==> config.mk <==
export PLATFORM = sky130hd
export DESIGN_NAME = ssoc_merge
export DESIGN_NICKNAME = d
export VERILOG_FILES = /design/src/rtl/ssoc_pkg.sv /design/src/rtl/ssoc_merge.sv
export SDC_FILE = /design/constraint.sdc
export NUM_CORES = 1
export LEC_CHECK = 0
export ABC_CLOCK_PERIOD_IN_PS = 5000
export BUFFER_PORTS_ARGS = -buffer_cell sky130_fd_sc_hd__clkbuf_2
export CAP_MARGIN = 20
export CORE_ASPECT_RATIO = 0.75
export CORE_MARGIN = 8
export CORE_UTILIZATION = 55
export DETAILED_ROUTE_END_ITERATION = 12
export PLACE_DENSITY = 0.79
export SETUP_SLACK_MARGIN = 0.05
export SLEW_MARGIN = 20
export SYNTH_ARGS = -nofsm -noshare
export SYNTH_HDL_FRONTEND = slang
export SYNTH_SLANG_ARGS = --single-unit
==> constraint.sdc <==
create_clock -name clk -period 5 [get_ports clk]
set_clock_uncertainty 0.15 [all_clocks]
set_input_delay 1 -clock clk [delete_from_list [all_inputs] [get_ports clk]]
set_output_delay 1 -clock clk [all_outputs]
set_load 0.01 [all_outputs]
==> src/rtl/ssoc_pkg.sv <==
// ssoc_pkg: shared types and constants of the state-space observer controller
// no dependencies
`timescale 1ns / 1ps
`default_nettype none
package ssoc_pkg;
  localparam int QW = 32;
  localparam int PW = 64;
  localparam logic [2:0] TAB_A  = 3'd0;
  localparam logic [2:0] TAB_B  = 3'd1;
  localparam logic [2:0] TAB_C  = 3'd2;
  localparam logic [2:0] TAB_K  = 3'd3;
  localparam logic [2:0] TAB_L  = 3'd4;
  localparam logic [2:0] TAB_LO = 3'd5;
  localparam logic [2:0] TAB_HI = 3'd6;

  // one dot-product term handed to a lane
  typedef struct packed {
    logic            clr;
    logic            en;
    logic [QW-1:0]   a;
    logic [QW-1:0]   b;
  } lane_cmd_t;

  function automatic logic [QW-1:0] sat32(input logic signed [PW+7:0] x);
    logic signed [PW+7:0] mx;
    logic signed [PW+7:0] mn;
    begin
      mx = 72'sh7FFFFFFF;
      mn = -72'sh80000000;
      if (x > mx) sat32 = 32'h7FFFFFFF;
      else if (x < mn) sat32 = 32'h80000000;
      else sat32 = x[QW-1:0];
    end
  endfunction

  function automatic logic [QW-1:0] sadd(input logic [QW-1:0] a, input logic [QW-1:0] b,
                                        input logic neg);
    logic signed [PW+7:0] s;
    begin
      if (neg) s = 72'(signed'(a)) - 72'(signed'(b));
      else s = 72'(signed'(a)) + 72'(signed'(b));
      sadd = sat32(s);
    end
  endfunction
endpackage
`default_nettype wire

==> src/rtl/ssoc_merge.sv <==
// ssoc_merge: combines lane sums and scales Q32.32 back to saturated Q16.16
// depends on ssoc_pkg
`timescale 1ns / 1ps
`default_nettype none
module ssoc_merge
  import ssoc_pkg::*;
#(
  parameter int LANES = 2
) (
  input  wire logic                         clk,
  input  wire logic signed [LANES*(PW+8)-1:0] sums,
  output logic [QW-1:0]                     result
);
  logic signed [PW+7:0] tot;
  always_comb begin
    tot = '0;
    for (int i = 0; i < LANES; i++) tot = tot + sums[i*(PW+8) +: (PW+8)];
  end
  // floor shift of exact sum equals the per-term split form
  always_ff @(posedge clk) result <= sat32(tot >>> 16);
endmodule
`default_nettype wire
== Word-level counts from Yosys, hierarchy flattened ==
Index checks and enable logic that the tools add are counted.
Operators by class
  equality and inequality tests: 0
  bitwise operators: 0
  $lt $le $gt $ge: 2
  $mul: 0
  shifts and indexed selects: 0
  reductions and logical operators: 0
  divide/modulo/power cells: 0
  add/subtract/negate cells: 1
  mux-type cells: 1
Operators with widths (count)
  $add A72 B72 Y72: 1
  $gt A56 B32 Y1 const B: 1
  $lt A56 B32 Y1 const B: 1
  $mux W32: 1
Storage, ports and cells
  bits in latches: 0
  logic and storage cells: 5
  bits in read-only memories: 0
  memories kept: 0
  input port bits: 145
  RAM bits: 0
  register bits: 32

== Depth between registers and ports, before layout ==
  depth after elaboration: 3
  depth in mapped cells: 14
  gate-level depth less buffers: 12

== Worst setup path after synthesis ==
OpenSTA, ideal clock, no wires.
  path type: input -> register
  from: in sums[14]
  to: reg result[0]
  path buffers: 1
  data arrival time: 3.842 ns
  slack: 0.888 ns
  setup time: 0.120 ns
  cell stages on the path: 13
  path through: ha_1 a21oi_2 o21a_1 o311ai_1 a21o_1 o2111ai_1 a21boi_1 or3_1 a2111oi_0 nand4_1 o31ai_4 buf_6 nand3_2
Between the ends
  word-level cells in the longest chain between the ends: 3
  elaborated cells on any way between the ends: 4
  those cells by class: 1 x add/sub; 2 x order compare; 1 x mux
RTL lines
  start: declaration: line ssoc_merge.sv:11  | input wire logic signed [LANES*(PW+8)-1:0] sums,
  $add A72 B72 Y72 (*): line ssoc_merge.sv:17  | for (int i = 0; i < LANES; i++) tot = tot + sums[i*(PW+8) +: (PW+8)];
  $lt A56 B32 Y1: line ssoc_pkg.sv:31  | else if (x < mn) sat32 = 32'h80000000;
  $mux W32: line ssoc_pkg.sv:31
  end signal: assignment: line ssoc_merge.sv:20  | always_ff @(posedge clk) result <= sat32(tot >>> 16);
  end: declaration: line ssoc_merge.sv:12  | output logic [QW-1:0] result
Every way passes the cells marked *; elsewhere a longest branch is shown, timed or not.
A chain may end at the register's enable or synchronous reset.

== Worst setup path after layout ==
  from: in sums[30]
  to: reg result[19]
Same word-level chain as after synthesis.

==> flow_metrics.tcl <==
set metrics [dict create \
    ys_top_cells_by_count "nand2_1 (129), a21oi_1 (88), ha_1 (70), nand4_1 (70), nor2_1 (65)" \
    drtAntennaViolNets 0 \
    critPathMaxStageDelay_ps 880 \
    maxSlewHeadroom_pct 31.75 \
    cp_slowest_cell "o311ai_0" \
    syn-instance-count 931 \
    required_ps 5000 \
    min_period_ps 4706 \
    ys_ff_latch 32 \
    seqPwrFrac_pct 18.7 \
    crit_fanout 24 \
    areaGrowthSynthToFinish_pct 19.39 \
    p_per_area_nw_per_um2 241.8 \
    combPwrFrac_pct 62.0 \
    tightest_slew_ps 1011 \
    routabilityCongestion 1.025 \
    p_switching_uw 879.0 \
    p_int_mw 1.034 \
    setup_tns_ps 0 \
    drtIter0Drc 875 \
    crit_type "in -> reg" \
    synth_area_leaders "ha_1 (13%), dfxtp_1 (9.7%), nand2_1 (7.3%)" \
    swShare_pct 45.94 \
    async_flop_share_pct 0 \
    dr.pass1.iters 5 \
    fin_crit_sh_pct 94.12 \
    nNetsFinal 1310 \
    drcViolationCount 0 \
    regMostFlops "result" \
    synth.area.mux_share_pct 0.6042 \
    arrival_ps 4710 \
    die_h_um 111.1 \
    antenna_found_initial 0 \
    die_w_um 142.7 \
    yosys_most_used_dff "dfxtp_1" \
    hold_slack_ps 1205 \
    cts_buffers 5 \
    cts_hold_buf 0 \
    largestRegisters "result: 32 flops" \
    avgSynthCellArea_um2 7.117 \
    cts.sinks 32 \
    yosysTopAreaCellShare_pct 13.22 \
    stdcell_count 1258 \
    grt_pass1_wl_um 38570 \
    root_buffer "clkbuf_16" \
    synth_top_family_by_area "simple AND/OR/NAND/NOR gates" \
    hold_viol 0 \
    grt_pass1_vias 7496 \
    yosysUniqueCellTypes 88 \
    clk_pin_slew_ps 50 \
    cp-end-kind "flip-flop" \
    grt_util_all_layers_pct 29.67 \
    cap_violations 0 \
    synth-xor-area-share_pct 5.023 \
    p_leak_nw 3.494 \
    dieArea_um2 15850 \
    grt_max_degree 33 \
    tritoncts "done" \
    vdd_drop_max_mv 0.2251 \
    status "complete, no violations" \
    rows 34 \
    avgViaCountPerCell 6.459 \
    hold_class "in -> reg" \
    grt_remaining_overflow 0 \
    start_kind "input port" \
    synth_edf_count 0 \
    ioPinCount 177 \
    dp_hpwl_um 20760 \
    fmax_mhz 212.5 \
    maxSlewViolCount 0 \
    rsz0062_at_grt "false" \
    port_buffers 176 \
    yosys.area_share.simple_pct 33.36 \
    wl_per_cell_um 19.41 \
    start_util_pct 56.85 \
    yosysSeqAreaShare_pct 9.668 \
    syn-num-nets 1146 \
    wl_um 24420 \
    power_frac_clock_pct 19.3 \
    setup_viol 0 \
    largest_register_ffs 32 \
    ys_warn_count 0 \
    ctsHtreeMaxLevel 2 \
    syn_area_um2 6626 \
    setup_ws_ps 294.1 \
    dp_slack_ps 176.7 \
    synth_fa_ha_area_share_pct 13.22 \
    synth_compound_area_share_pct 32.89 \
    synth_top_area_cell "ha_1" \
    clockBufferDepth 2 \
    antennaDiodeCount 0 \
    coreArea_um2 11660 \
    num_vias 8126 \
    crit_chain "clkbuf_2 > ha_1 > a21oi_1 > o21a_1 > o21ai_0 > a41oi_2 > nand2_1 > o311ai_0 > nor4b_2 > nand4_1 > o31ai_4 > buf_12 > nand3_2" \
    p_total_mw 1.913 \
    synthMostInstantiatedCell "nand2_1" \
    dpl.cell_count 1250 \
    drive_gt1_share_pct 26.73 \
]
==> final cells by class <==
class	count	area, um^2
timing repair buffer	210	1174
tap	162	202.7
fill	1049	3745
clock inverter	1	30.03
multi-input combinational	833	5663
clock buffer	7	152.6
inverter	13	48.80
sequential	32	640.6
==> layout by cell type (no fill, tap or decap), types with 4 or more instances in the layout <==
master | netlist | final
dfxtp_1 | 32 | 32
inv_1 | 13 | 13
a31oi_1 | 12 | 12
nor2_1 | 65 | 65
o21ai_1 | 24 | 24
o211a_1 | 6 | 6
a21oi_2 | 9 | 9
o21bai_1 | 5 | 5
clkbuf_16 | 0 | 5
xor2_1 | 22 | 22
o311ai_0 | 4 | 4
buf_4 | 2 | 31
a21o_1 | 23 | 23
clkbuf_2 | 2 | 176
a211oi_1 | 8 | 8
nand2b_1 | 6 | 6
nand2_1 | 129 | 129
nand3_1 | 19 | 19
a21oi_1 | 88 | 88
o21ai_0 | 44 | 44
o21a_1 | 15 | 15
nand4_1 | 70 | 70
nor2b_1 | 8 | 8
nand3_2 | 30 | 30
nor3_1 | 25 | 25
o211ai_1 | 19 | 19
nor4_1 | 5 | 4
and3_1 | 6 | 6
or3_1 | 5 | 5
ha_1 | 70 | 70
o2111ai_1 | 4 | 4
or2_2 | 5 | 5
xnor2_1 | 16 | 15
mux2i_1 | 4 | 4
and4_1 | 4 | 4
==> layer usage <==
layer  routed length [um]  share of wire [%]  vias to the layer above  global-route usage [%]
li1                     -                  -                     3899                       -
met1                11230                 46                     3691                   43.60
met2                 9449                 39                      507                   40.98
met3                 3520                 14                       29                   9.897
met4                  217               0.89                        0                   4.167
met5                    0                  0                        -                       0
==> per-stage QoR <==
stage	area [um^2]	util (%)
floorplan	6626	-
global placement	7719	66.22
detailed placement	7719	66.22
CTS	7901	67.79
global route	7911	67.87
finish	7911	67.87
==> timing repair <==
| action | CTS | global route |
|---|---|---|
| setup buffers | 0 | 0 |
| gates resized for setup | 0 | 2 |
| setup endpoints to repair | 0 | 3 |
==> final timing paths <==
kind	startpoint	endpoint	depth (start not counted)
max	sums[30]	result[19]	13
min	sums[98]	result[10]	5
==> worst max-delay path, delay by kind of cell <==
kind	cells	cell delay (ps)
fa+ha+maj	1	400
buf+inv	2	310
simple gates	4	810
compound gates	6	2170
==> logic make-up (layout without fill, tap and decap cells) <==
logic type | Yosys count | after routing
AOI/OAI and AO/OA | 316 | 316
adders and majority gates | 70 | 70
xor gates and xnor gates | 38 | 38
buffers and inverters | 66 | 231
muxes | 4 | 4
and+or+nand+nor | 405 | 405
DFF | 32 | 32
==> power by group through the flow <==
stage                     registers [mW]  logic (mW)  clock network, mW
after floorplan                    0.402       0.719                  0
after global placement             0.361        1.13                  0
after detailed placement           0.363        1.14                  0
after CTS                          0.359        1.15              0.369
after global routing               0.365        1.29              0.382
final                              0.359        1.19              0.369
Power figures use the tool's default switching activity.
